**config.mk**
```make
export PLATFORM = sky130hd
export DESIGN_NAME = incidence_rarefaction_accumulator
export DESIGN_NICKNAME = d
export VERILOG_FILES = /design/src/ira_pkg.sv /design/src/ira_muldiv.sv /design/src/incidence_rarefaction_accumulator.sv
export SDC_FILE = /design/constraint.sdc
export NUM_CORES = 1
export LEC_CHECK = 0
export BUFFER_PORTS_ARGS = -buffer_cell sky130_fd_sc_hd__clkbuf_2
export CAP_MARGIN = 20
export CORE_UTILIZATION = 50
export CTS_CLUSTER_DIAMETER = 50
export DETAILED_ROUTE_END_ITERATION = 12
export GPL_TIMING_DRIVEN = 0
export HOLD_SLACK_MARGIN = 0.05
export PLACE_DENSITY = 0.67
export SYNTH_ARGS = -nofsm -noshare
export SYNTH_HDL_FRONTEND = slang
export SYNTH_SLANG_ARGS = --single-unit
```
**constraint.sdc**
```tcl
create_clock -name clk_i -period 5.8 [get_ports clk_i]
set_clock_uncertainty 0.05 [all_clocks]
set_input_delay 0.58 -clock clk_i [delete_from_list [all_inputs] [get_ports clk_i]]
set_output_delay 0.58 -clock clk_i [all_outputs]
set_load 0.005 [all_outputs]
```
**src/ira_pkg.sv**
```systemverilog
// Package of the incidence rarefaction accumulator: default widths, register
// indexes and the command struct passed from the sequencer to the multiply-divide unit.
// No dependencies.
`default_nettype none

package ira_pkg;

  localparam int unsigned UNIT_WIDTH         = 16;
  localparam int unsigned SPECIES_WIDTH      = 24;
  localparam int unsigned PROB_FRACTION_BITS = 32;
  localparam int unsigned SUM_WIDTH          = 48;
  localparam int unsigned CFG_INDEX_WIDTH    = 2;

  // Configuration register indexes.
  localparam logic [CFG_INDEX_WIDTH-1:0] CFG_TOTAL_UNITS    = 2'd0;
  localparam logic [CFG_INDEX_WIDTH-1:0] CFG_SUBSAMPLE_SIZE = 2'd1;

  // Command to the multiply-divide unit.
  typedef struct packed {
    logic start;
    logic divide;
  } ira_cmd_t;

endpackage

`default_nettype wire

```
**src/ira_muldiv.sv**
```systemverilog
// Iterative multiply-divide unit: floor(x*y/d) or x*y, one bit per cycle.
// Depends on ira_pkg for the command struct.
`default_nettype none

module ira_muldiv #(
  parameter int unsigned XW = 33,
  parameter int unsigned YW = 24
) (
  input  wire logic                 clk_i,
  input  wire logic                 rst_ni,
  input  wire ira_pkg::ira_cmd_t    cmd_i,
  input  wire logic [XW-1:0]        x_i,
  input  wire logic [YW-1:0]        y_i,
  input  wire logic [YW-1:0]        d_i,
  output logic                      done_o,
  output logic [XW+YW-1:0]          prod_o
);
  import ira_pkg::*;

  localparam int unsigned PW   = XW + YW;
  localparam int unsigned MAXW = (XW > YW) ? XW : YW;
  localparam int unsigned CW   = $clog2(MAXW + 1);

  typedef enum logic [1:0] {
    U_IDLE,
    U_MUL,
    U_DIV
  } ustate_e;

  ustate_e         state_q;
  logic [CW-1:0]   cnt_q;
  logic [PW-1:0]   acc_q;
  logic [XW-1:0]   xs_q;
  logic [YW-1:0]   ys_q;
  logic [YW-1:0]   d_q;
  logic            div_q;
  logic            done_q;

  logic [PW-1:0]   mul_next;
  logic [YW:0]     rem_sh;
  logic            ge;
  logic [YW:0]     rem_diff;
  logic [PW-1:0]   div_next;

  // Shift-add multiply, most significant multiplier bit first.
  assign mul_next = {acc_q[PW-2:0], 1'b0} + (ys_q[YW-1] ? PW'(xs_q) : '0);

  // Restoring division step. The upper YW bits hold the partial remainder,
  // which starts below the divisor; quotient bits shift in at the bottom.
  assign rem_sh   = {acc_q[PW-1:XW], acc_q[XW-1]};
  assign ge       = rem_sh >= {1'b0, d_q};
  assign rem_diff = rem_sh - {1'b0, d_q};
  always_comb begin
    div_next = {acc_q[PW-1:XW], acc_q[XW-2:0], ge};
    if (ge) begin
      div_next[PW-1:XW] = rem_diff[YW-1:0];
    end else begin
      div_next[PW-1:XW] = rem_sh[YW-1:0];
    end
  end

  always_ff @(posedge clk_i or negedge rst_ni) begin
    if (!rst_ni) begin
      state_q <= U_IDLE;
      cnt_q   <= '0;
      done_q  <= 1'b0;
      div_q   <= 1'b0;
    end else begin
      done_q <= 1'b0;
      unique case (state_q)
        U_IDLE: begin
          if (cmd_i.start) begin
            state_q <= U_MUL;
            cnt_q   <= CW'(YW - 1);
            div_q   <= cmd_i.divide;
          end
        end
        U_MUL: begin
          if (cnt_q == '0) begin
            if (div_q) begin
              state_q <= U_DIV;
              cnt_q   <= CW'(XW - 1);
            end else begin
              state_q <= U_IDLE;
              done_q  <= 1'b1;
            end
          end else begin
            cnt_q <= cnt_q - 1'b1;
          end
        end
        U_DIV: begin
          if (cnt_q == '0) begin
            state_q <= U_IDLE;
            done_q  <= 1'b1;
          end else begin
            cnt_q <= cnt_q - 1'b1;
          end
        end
        default: state_q <= U_IDLE;
      endcase
    end
  end

  always_ff @(posedge clk_i) begin
    if (state_q == U_IDLE && cmd_i.start) begin
      acc_q <= '0;
      xs_q  <= x_i;
      ys_q  <= y_i;
      d_q   <= d_i;
    end else if (state_q == U_MUL) begin
      acc_q <= mul_next;
      ys_q  <= {ys_q[YW-2:0], 1'b0};
    end else if (state_q == U_DIV) begin
      acc_q <= div_next;
    end
  end

  assign done_o = done_q;
  assign prod_o = div_q ? PW'(acc_q[XW-1:0]) : acc_q;

endmodule

`default_nettype wire

```
**src/incidence_rarefaction_accumulator.sv**
```systemverilog
// Top level of the incidence rarefaction accumulator: configuration registers,
// sequencer, running sum and output register. Uses ira_pkg and ira_muldiv.
`default_nettype none

// Each item is one frequency class (incidence frequency f, species count n and a
// last-class mark). For each class the block forms the absence probability
// p = prod_{j<t} (T-f-j)/(T-j) in unsigned Q1.PROB_FRACTION_BITS, truncating after
// every factor, and adds (1-p)*n truncated to unsigned 32.16 to a running sum. When
// f exceeds T or T-f is smaller than t, p is zero and the class counts fully.
// On a class marked last the block delivers the sum and a sticky saturation flag
// as one result item and clears both; other classes deliver nothing. The sum
// saturates at 2^48-1. All arithmetic runs through one iterative multiply-divide
// unit: each factor is a multiply over Y = max(UNIT_WIDTH, SPECIES_WIDTH) bits
// followed by a divide of X = PROB_FRACTION_BITS+1 quotient bits, and the final
// weighting is a multiply only. The product stops early once p reaches zero. The
// input is stalled while an item is in work; a finished result waits in its output
// register while the next items are taken. Configuration writes are accepted at
// any time but must only be made while the block is idle; indexes beyond the two
// registers are ignored.
module incidence_rarefaction_accumulator #(
  parameter int unsigned UNIT_WIDTH         = ira_pkg::UNIT_WIDTH,
  parameter int unsigned SPECIES_WIDTH      = ira_pkg::SPECIES_WIDTH,
  parameter int unsigned PROB_FRACTION_BITS = ira_pkg::PROB_FRACTION_BITS
) (
  input  wire logic                                clk_i,
  input  wire logic                                rst_ni,
  // Configuration write channel.
  input  wire logic                                cfg_valid_i,
  output logic                                     cfg_ready_o,
  input  wire logic [ira_pkg::CFG_INDEX_WIDTH-1:0] cfg_index_i,
  input  wire logic [UNIT_WIDTH-1:0]               cfg_data_i,
  // Input channel: one frequency class per item.
  input  wire logic                                in_valid_i,
  output logic                                     in_stall_o,
  input  wire logic [UNIT_WIDTH-1:0]               class_frequency_i,
  input  wire logic [SPECIES_WIDTH-1:0]            class_species_i,
  input  wire logic                                last_class_i,
  // Output channel: one result item per set of classes.
  output logic                                     out_valid_o,
  input  wire logic                                out_stall_i,
  output logic [ira_pkg::SUM_WIDTH-1:0]            expected_richness_o,
  output logic                                     saturated_o
);
  import ira_pkg::*;

  localparam int unsigned XW = PROB_FRACTION_BITS + 1;
  localparam int unsigned YW = (UNIT_WIDTH > SPECIES_WIDTH) ? UNIT_WIDTH : SPECIES_WIDTH;
  localparam int unsigned PW = XW + YW;
  localparam int unsigned TW = (PW > SUM_WIDTH) ? PW : SUM_WIDTH + 1;
  localparam int unsigned SHIFT = PROB_FRACTION_BITS - 16;
  localparam logic [XW-1:0] PROB_ONE = {1'b1, {PROB_FRACTION_BITS{1'b0}}};
  localparam logic [SUM_WIDTH-1:0] SUM_MAX = '1;

  typedef enum logic [2:0] {
    S_IDLE,
    S_CHECK,
    S_LOOP,
    S_STEP,
    S_TERM,
    S_TERM_WAIT,
    S_ACCUM
  } state_e;

  state_e                  state_q;
  logic [UNIT_WIDTH-1:0]   total_q;
  logic [UNIT_WIDTH-1:0]   subs_q;
  logic [UNIT_WIDTH-1:0]   freq_q;
  logic [SPECIES_WIDTH-1:0] species_q;
  logic                    last_q;
  logic [UNIT_WIDTH-1:0]   n_q;
  logic [UNIT_WIDTH-1:0]   j_q;
  logic [XW-1:0]           p_q;
  logic [SUM_WIDTH-1:0]    sum_q;
  logic                    sat_q;
  logic                    out_valid_q;
  logic [SUM_WIDTH-1:0]    out_sum_q;
  logic                    out_sat_q;

  ira_cmd_t                cmd;
  logic [XW-1:0]           op_x;
  logic [YW-1:0]           op_y;
  logic [YW-1:0]           op_d;
  logic                    unit_done;
  logic [PW-1:0]           unit_prod;

  logic                    in_accept;
  logic                    cfg_write;
  logic [UNIT_WIDTH-1:0]   n_calc;
  logic                    prob_zero;
  logic                    loop_go;
  logic [TW-1:0]           term_wide;
  logic                    term_over;
  logic [SUM_WIDTH:0]      sum_ext;
  logic [SUM_WIDTH-1:0]    new_sum;
  logic                    new_sat;
  logic                    out_blocked;
  logic                    out_load;

  assign cfg_ready_o = 1'b1;
  assign cfg_write   = cfg_valid_i && cfg_ready_o;
  assign in_stall_o  = (state_q != S_IDLE);
  assign in_accept   = in_valid_i && !in_stall_o;

  // Remaining units and the two cases in which the product is zero.
  assign n_calc    = total_q - freq_q;
  assign prob_zero = (freq_q > total_q) || (n_calc < subs_q);

  // Another factor is due while j < t and the product has not died out.
  assign loop_go = (j_q != subs_q) && (p_q != '0);

  // Operands of the shared unit: a factor step in S_LOOP, the weighting in S_TERM.
  always_comb begin
    cmd.start  = 1'b0;
    cmd.divide = 1'b0;
    op_x       = PROB_ONE - p_q;
    op_y       = YW'(species_q);
    op_d       = YW'(total_q - j_q);
    if (state_q == S_LOOP) begin
      cmd.start  = loop_go;
      cmd.divide = 1'b1;
      op_x       = p_q;
      op_y       = YW'(n_q - j_q);
    end else if (state_q == S_TERM) begin
      cmd.start = 1'b1;
    end
  end

  ira_muldiv #(
    .XW (XW),
    .YW (YW)
  ) u_muldiv (
    .clk_i  (clk_i),
    .rst_ni (rst_ni),
    .cmd_i  (cmd),
    .x_i    (op_x),
    .y_i    (op_y),
    .d_i    (op_d),
    .done_o (unit_done),
    .prod_o (unit_prod)
  );

  // Truncate the weighted term to 32.16, then add it with saturation.
  assign term_wide = TW'(unit_prod) >> SHIFT;
  assign term_over = term_wide > TW'(SUM_MAX);
  assign sum_ext   = {1'b0, sum_q} + {1'b0, term_wide[SUM_WIDTH-1:0]};
  assign new_sat   = sat_q || term_over || sum_ext[SUM_WIDTH];
  assign new_sum   = (term_over || sum_ext[SUM_WIDTH]) ? SUM_MAX : sum_ext[SUM_WIDTH-1:0];

  // A last class waits in S_ACCUM while the previous result is still held.
  assign out_blocked = out_valid_q && out_stall_i;
  assign out_load    = (state_q == S_ACCUM) && last_q && !out_blocked;

  always_ff @(posedge clk_i or negedge rst_ni) begin
    if (!rst_ni) begin
      state_q     <= S_IDLE;
      total_q     <= UNIT_WIDTH'(1);
      subs_q      <= '0;
      sum_q       <= '0;
      sat_q       <= 1'b0;
      out_valid_q <= 1'b0;
    end else begin
      if (cfg_write) begin
        unique case (cfg_index_i)
          CFG_TOTAL_UNITS:    total_q <= cfg_data_i;
          CFG_SUBSAMPLE_SIZE: subs_q  <= cfg_data_i;
          default: ;
        endcase
      end
      // A new result replaces one that leaves in the same cycle.
      if (out_load) begin
        out_valid_q <= 1'b1;
      end else if (out_valid_q && !out_stall_i) begin
        out_valid_q <= 1'b0;
      end
      unique case (state_q)
        S_IDLE: begin
          if (in_accept) begin
            state_q <= S_CHECK;
          end
        end
        S_CHECK: begin
          state_q <= prob_zero ? S_TERM : S_LOOP;
        end
        S_LOOP: begin
          state_q <= loop_go ? S_STEP : S_TERM;
        end
        S_STEP: begin
          if (unit_done) begin
            state_q <= S_LOOP;
          end
        end
        S_TERM: begin
          state_q <= S_TERM_WAIT;
        end
        S_TERM_WAIT: begin
          if (unit_done) begin
            state_q <= S_ACCUM;
          end
        end
        S_ACCUM: begin
          if (!last_q) begin
            sum_q   <= new_sum;
            sat_q   <= new_sat;
            state_q <= S_IDLE;
          end else if (!out_blocked) begin
            sum_q   <= '0;
            sat_q   <= 1'b0;
            state_q <= S_IDLE;
          end
        end
        default: state_q <= S_IDLE;
      endcase
    end
  end

  // Payload registers.
  always_ff @(posedge clk_i) begin
    if (in_accept) begin
      freq_q    <= class_frequency_i;
      species_q <= class_species_i;
      last_q    <= last_class_i;
    end
    if (state_q == S_CHECK) begin
      n_q <= n_calc;
      j_q <= '0;
      p_q <= prob_zero ? '0 : PROB_ONE;
    end else if (state_q == S_STEP && unit_done) begin
      p_q <= unit_prod[XW-1:0];
      j_q <= j_q + 1'b1;
    end
    if (out_load) begin
      out_sum_q <= new_sum;
      out_sat_q <= new_sat;
    end
  end

  assign out_valid_o         = out_valid_q;
  assign expected_richness_o = out_sum_q;
  assign saturated_o         = out_sat_q;

endmodule

`default_nettype wire
```
# --- Yosys cells after proc, flatten, opt, wreduce, memory -nomap -nowiden ---
# Index checks and enable logic that the tools add are counted.
totals:
  register_bits: 388
  latchBits: 0
  mem_bits_rw: 0
  mem_bits_ro: 0
  in_bits: 64
  output_inout_bits: 52
  word_cells: 132
  n_memories: 0
classes:
  n_addsub: 9
  multipliers: 0
  div_mod_pow: 0
  order_cmp: 4
  n_eq_ne: 20
  n_shift: 0
  mux: 44
  bitwise: 0
  n_reduce_logical: 33
op_table:
  columns: ["op", "n"]
  rows:
  - ["two-way mux 57 bit", 3]
  - ["two-way mux 33 bit", 5]
  - ["two-way mux 48 bit", 3]
  - ["two-way mux 24 bit", 4]
  - ["adder 57 bit", 1]
  - ["adder 48 x 41 -> 49 bit", 1]
  - ["greater-than comparator 41 x 48 -> 1 bit, second input constant", 1]
  - ["subtractor 16 x 16 -> 17 bit", 2]
  - ["nonzero test 33 bit", 1]
  - ["subtractor 33 bit, first input constant", 1]
  - ["greater-or-equal comparator 25 x 24 -> 1 bit", 1]
  - ["two-way mux 6 bit", 4]
  - ["subtractor 24 bit", 1]
  - ["two-way mux 3 bit", 7]
  - ["case mux 3 bit (7 select lines)", 1]
  - ["case mux 6 bit (3 select lines)", 1]
  - ["adder 16 x 1 -> 16 bit, second input constant", 1]
  - ["greater-than comparator 16 bit", 1]
  - ["< comparator 16 bit", 1]
  - ["inequality test 16 bit", 1]
  - ["subtractor 16 bit", 1]
  - ["two-way mux 1 bit", 10]
  - ["inequality test 2 x 1 -> 1 bit, second input constant", 5]
  - ["equality test 3 bit, second input constant", 3]
  - ["other kinds (22)", 50]

# --- Logic depth before layout (Yosys ltp) ---
depth:
  depth_word: 5
  ltp_mapped: 20
  ltp_nobuf: 20

# --- Hierarchy ---
# Synthesis repeated with hierarchy kept, for this count alone.
hier_totals:
  hier_cells: 2546
  area_unflattened_um2: 24348.4
modules_own_cells:
  columns: ["mod", "instances", "cells_per_inst", "area_each_um2", "seq_area_each_um2"]
  rows:
  - ["incidence_rarefaction_accumulator", 1, 1409, 14403.8, 6622.6]
  - ["ira_muldiv", 1, 1137, 9944.5, 3823.7]

# --- Worst setup path before layout ---
# Ideal clock, no wire load.
synth_path:
  kind: "reg2reg"
  start: "register p_q[1]"
  end: "register u_muldiv.ys_q[0], enable pin"
  setup_time_ps: 425
  t_arrival_ps: 3669
  required_time_ps: 5325
  setup_slack_ps: 1656
  path_stages_with_launch: 17
  n_path_buf: 2
  period_less_slack_ps: 4144
  path_cell_list: "edfxtp_1 -> inv_1 -> ha_1 -> nand2_1 -> nor4_1 -> nand2_1 -> nor4_1 -> nand2_1 -> nor3_1 -> ha_1 -> a41oi_1 -> nand3b_1 -> a21oi_1 -> nand2_1 -> clkbuf_1 -> clkbuf_1 -> nand2_1"
synth_via:
  elab_chain_len: 5
synth_rtl:
  columns: ["item", "line_no", "text"]
  rows:
  - ["from (decl)", "incidence_rarefaction_accumulator.sv:72", "logic [XW-1:0] p_q;"]
  - ["from (signal assigned)", "incidence_rarefaction_accumulator.sv:226", "p_q <= prob_zero ? '0 : PROB_ONE;"]
  - ["from (signal assigned)", "incidence_rarefaction_accumulator.sv:228", "p_q <= unit_prod[XW-1:0];"]
  - ["nonzero test 33 bit", "incidence_rarefaction_accumulator.sv:109", "assign loop_go = (j_q != subs_q) && (p_q != '0);"]
  - ["logical AND 1 bit", "incidence_rarefaction_accumulator.sv:109", null]
  - ["two-way mux 1 bit", "incidence_rarefaction_accumulator.sv:118", "if (state_q == S_LOOP) begin"]
  - ["logical AND 1 bit", "ira_muldiv.sv:105", "if (state_q == U_IDLE && cmd_i.start) begin"]
  - ["nonzero test 2 bit (no line)", null, null]
  - ["to (signal assigned)", "ira_muldiv.sv:108", "ys_q <= y_i;"]
  - ["to (signal assigned)", "ira_muldiv.sv:112", "ys_q <= {ys_q[YW-2:0], 1'b0};"]
  - ["to (decl)", "ira_muldiv.sv:34", "logic [YW-1:0] ys_q;"]
# Every way passes these cells.
# A chain may end at the register's enable or synchronous reset.

# --- Worst setup path after layout ---
layout_path:
  start: "register p_q[7]"
  end: "register u_muldiv.xs_q[21], enable pin"
layout_via:
  elab_chain_len: 4
layout_rtl:
  columns: ["item", "line_no", "text"]
  rows:
  - ["nonzero test 33 bit", "incidence_rarefaction_accumulator.sv:109", null]
  - ["logical AND 1 bit", "incidence_rarefaction_accumulator.sv:109", null]
  - ["two-way mux 1 bit", "incidence_rarefaction_accumulator.sv:118", null]
  - ["logical AND 1 bit", "ira_muldiv.sv:105", null]
  - ["to (signal assigned)", "ira_muldiv.sv:107", "xs_q <= x_i;"]
  - ["to (decl)", "ira_muldiv.sv:33", "logic [XW-1:0] xs_q;"]
# Every way passes these cells.

==> results.ini <==
[timing]
timing.final.hold_violations = 9
timing_worst_slew_pin_value_ns = 1.02
max_slew_margin_pct = 30.9
timing.final.crit_period_ns = 5.31
drv_slew = 0
max_clock_freq_ghz = 0.188
worst_slack_ns = 0.494
finalSetupViolations = 0
finalSetupTns_ns = 0
finalHoldWorstSlack_ns = -0.0200
period_share_pct = 91.5
setup_repair_after_global_routing_missed_its_margin = no

[critical_path]
worstPathCellList = nor3_1 -> nand2_1 -> nor3_1 -> nand2_1 -> nor4_2 -> nand2_1 -> nor3_1 -> ha_1 -> a41oi_1 -> nand3b_1 -> a21oi_1 -> nand2_1 -> inv_1 -> clkbuf_1 -> buf_2 -> buf_12
crit_family = simple AND/OR/NAND/NOR gates
reg2reg_slack_ns = 0.49
crit_path_end_kind = flip-flop
cpMostUsedCell = nand2_1
slowest_delay_ns = 0.57
worstPathRequired_ns = 6.09
setup.worst_path.start_class = flip-flop
critical_path_class = reg -> reg
cpMaxStageDelayCell = nor4_2
cp_data_arrival_time_ns = 5.60
path_max_fanout = 34
worstPathBufferInverterCount = 4

[yosys]
ys_warn_count = 0
netlist.top_cell.by_area = edfxtp_1
synth.cells.most_frequent = edfxtp_1, nand2_1, nor2_1
syn_area_per_cell_um2 = 9.55
yosysSeqAreaShare_pct = 42.4
synthDominantCellAreaShare_pct = 26.5
ys.flop_type = edfxtp_1
cells_taking_the_most_area_after_synthesis = edfxtp_1, dfrtp_1, ha_1, dfxtp_1, a21oi_1
synth.net_count = 2765
ys_async_sr_fraction_pct = 24.9
netlist-cell-type-count = 89
synthesis.area_um2 = 24100
synth_edf_count = 213
synth_most_common_cell = edfxtp_1
yosys_register_bits = 381
synthesized_instance_count = 2527

[global_routing]
grt_first_pass_wirelength_um = 107000
track_usage_pct = 27.6
initial_antenna_violation_count = 0
first_global_vias = 19900
grt_overflow = 0
grt_max_degree = 96

[status]
violations = negative hold slack
outcome = finished with violations

[cts]
worstSkewPairLatency_ns = 0.61
cts_inserted_buffers = 50
clockRootBuffer = clkbuf_16
clock-sinks = 381
tritoncts = built
cts_max_level = 2
cts-root-to-sink-buffers = 3
clkTransAtPathRegs_ns = 0.05

[hold_path]
hold_path.class = in -> async

[place]
dp_worst_setup_slack_ns = -0.637
dpl_cell_area_um2 = 25600
portBuffers = 114
final_weighted_congestion_of_routability_driven_global_placement = 0.994
hpwlAfterDp_um = 52000

[pwr]
total_leakage_power_uw = 0.0113
largest_vdd_supply_drop_uv = 260
pd_cells_nw_per_um2 = 487

[detailed_routing]
drt_first_pass_iters = 6
route.vias.total = 20200
wl_per_cell_um = 20.4
drtAntennaViolNets = 0
detail_route.drc_violations = 0
route.detailed.vias_per_inst = 6.04
overall_routed_net_length_um = 68400
drt_iter0_markers = 1718

[cells_and_area]
antenna_cells_inserted = 0
n_fill_cell = 4157
final_layout_size_suffix_gt1_share_pct = 10.5
area_growth_pct = 13.4
num-nets-final = 2935
final_cell_area_um2 = 27300
multi_input_area_um2 = 13000
final-seq-area_um2 = 10200
finalCoreUtilization_pct = 57.4

[floorplan]
floorplan.die_area_um2 = 49100
start_util_pct = 50.6
placement_rows = 80
fp.dieH_um = 222
design.portCount = 116
die_x_um = 222
floorplan.core_area_um2 = 47600

[flow_run]
maxCapViolCount = 0

## through the flow
stage	power (uW)	std cells
floorplan	8310	2527
global placement	9820	3256
detailed placement	9960	3260
CTS	13300	3352
global route	14100	3352
finish	13300	3352
## layer usage
layer | part of all wire [%] | global-route usage (%) | wire length [um] | up-vias
li1 | - | - | - | 9592
met3 | 6.5 | 3.71 | 4420 | 183
met5 | 0 | 0 | 0 | -
met2 | 48 | 47.5 | 32700 | 806
met1 | 42 | 34.8 | 28600 | 9651
met4 | 3.9 | 11.9 | 2680 | 0
## cells by family after synthesis
logic type	synth area share, %
AO/OA/AOI/OAI	18.2
XOR/XNOR	6.43
other	0.0155
buffers and inverters	3.93
flip-flops	42.4
adder cells (fa/ha/maj)	9.21
AND/OR/NAND/NOR	16.9
multiplexers	2.90
## registers in the layout (all words and copies together), names as in the netlist, 3 cells and up
signal / cells
expected_richness_o: 48
u_muldiv.d_q: 17
u_muldiv.acc_q: 57
freq_q: 16
sum_q: 48
u_muldiv.cnt_q: 6
p_q: 33
subs_q: 16
j_q: 16
n_q: 16
u_muldiv.ys_q: 24
total_q: 16
u_muldiv.xs_q: 33
state_q: 3
species_q: 24
## power by group
part	internal [uW]	leakage, uW	switching, uW
clock	2020	0.000843	1230
combinational	2370	0.00678	3680
sequential	3460	0.00373	553
total	7850	0.0113	5470
## layout by cell type, fill, tap and decap left out, drive strengths merged, types with 11 or more instances in the layout
cell type	netlist	routed
nand2	208	208
xnor2	101	101
a31oi	38	38
mux2	32	32
and3	34	34
nor3	46	46
or2	13	13
nand4	29	29
nor2	187	187
a211oi	32	32
nand3b	11	11
o21bai	15	15
and2	79	79
xor2	76	76
ha	168	168
o211ai	15	15
or3	25	25
nor4	23	23
dfxtp	73	73
dfrtp	94	94
mux2i	34	34
nand2b	17	17
a21oi	181	181
o21ai	149	149
o31ai	24	24
edfxtp	213	213
a21o	56	56
a22o	43	43
buf	19	23
clkbuf	86	270
nor2b	39	39
nand3	70	70
inv	136	140
o21a	21	21
a21boi	11	11
## cell type report
type,instances,share of cell area [%]
multi-input combinational,1904,47.5
sequential,381,37.4
clock buffer,70,5.15
tap,615,2.81
timing repair buffer,118,2.41
inverter,137,1.88
buffer,105,1.59
clock inverter,22,1.24
## timing repair
action,in CTS,in global routing
hold buffers,0,0
gates resized for setup,3,2
endpoints found under the hold margin,0,0
endpoints found under the setup margin,24,46
buffers inserted,0,0
## final timing paths
| path | start | endpoint | cells after the start |
|---|---|---|---|
| max | p_q[7] | u_muldiv.xs_q[21] | 16 |
| min | rst_ni | sum_q[30] | 1 |
| max reg2reg | p_q[7] | u_muldiv.xs_q[21] | 16 |
| min reg2reg | sum_q[22] | sum_q[22] | 1 |
| max in group asynchronous | rst_ni | subs_q[3] | 1 |
| min in group clk_i | class_frequency_i[5] | freq_q[5] | 1 |
(Power assumes the default switching activity.)
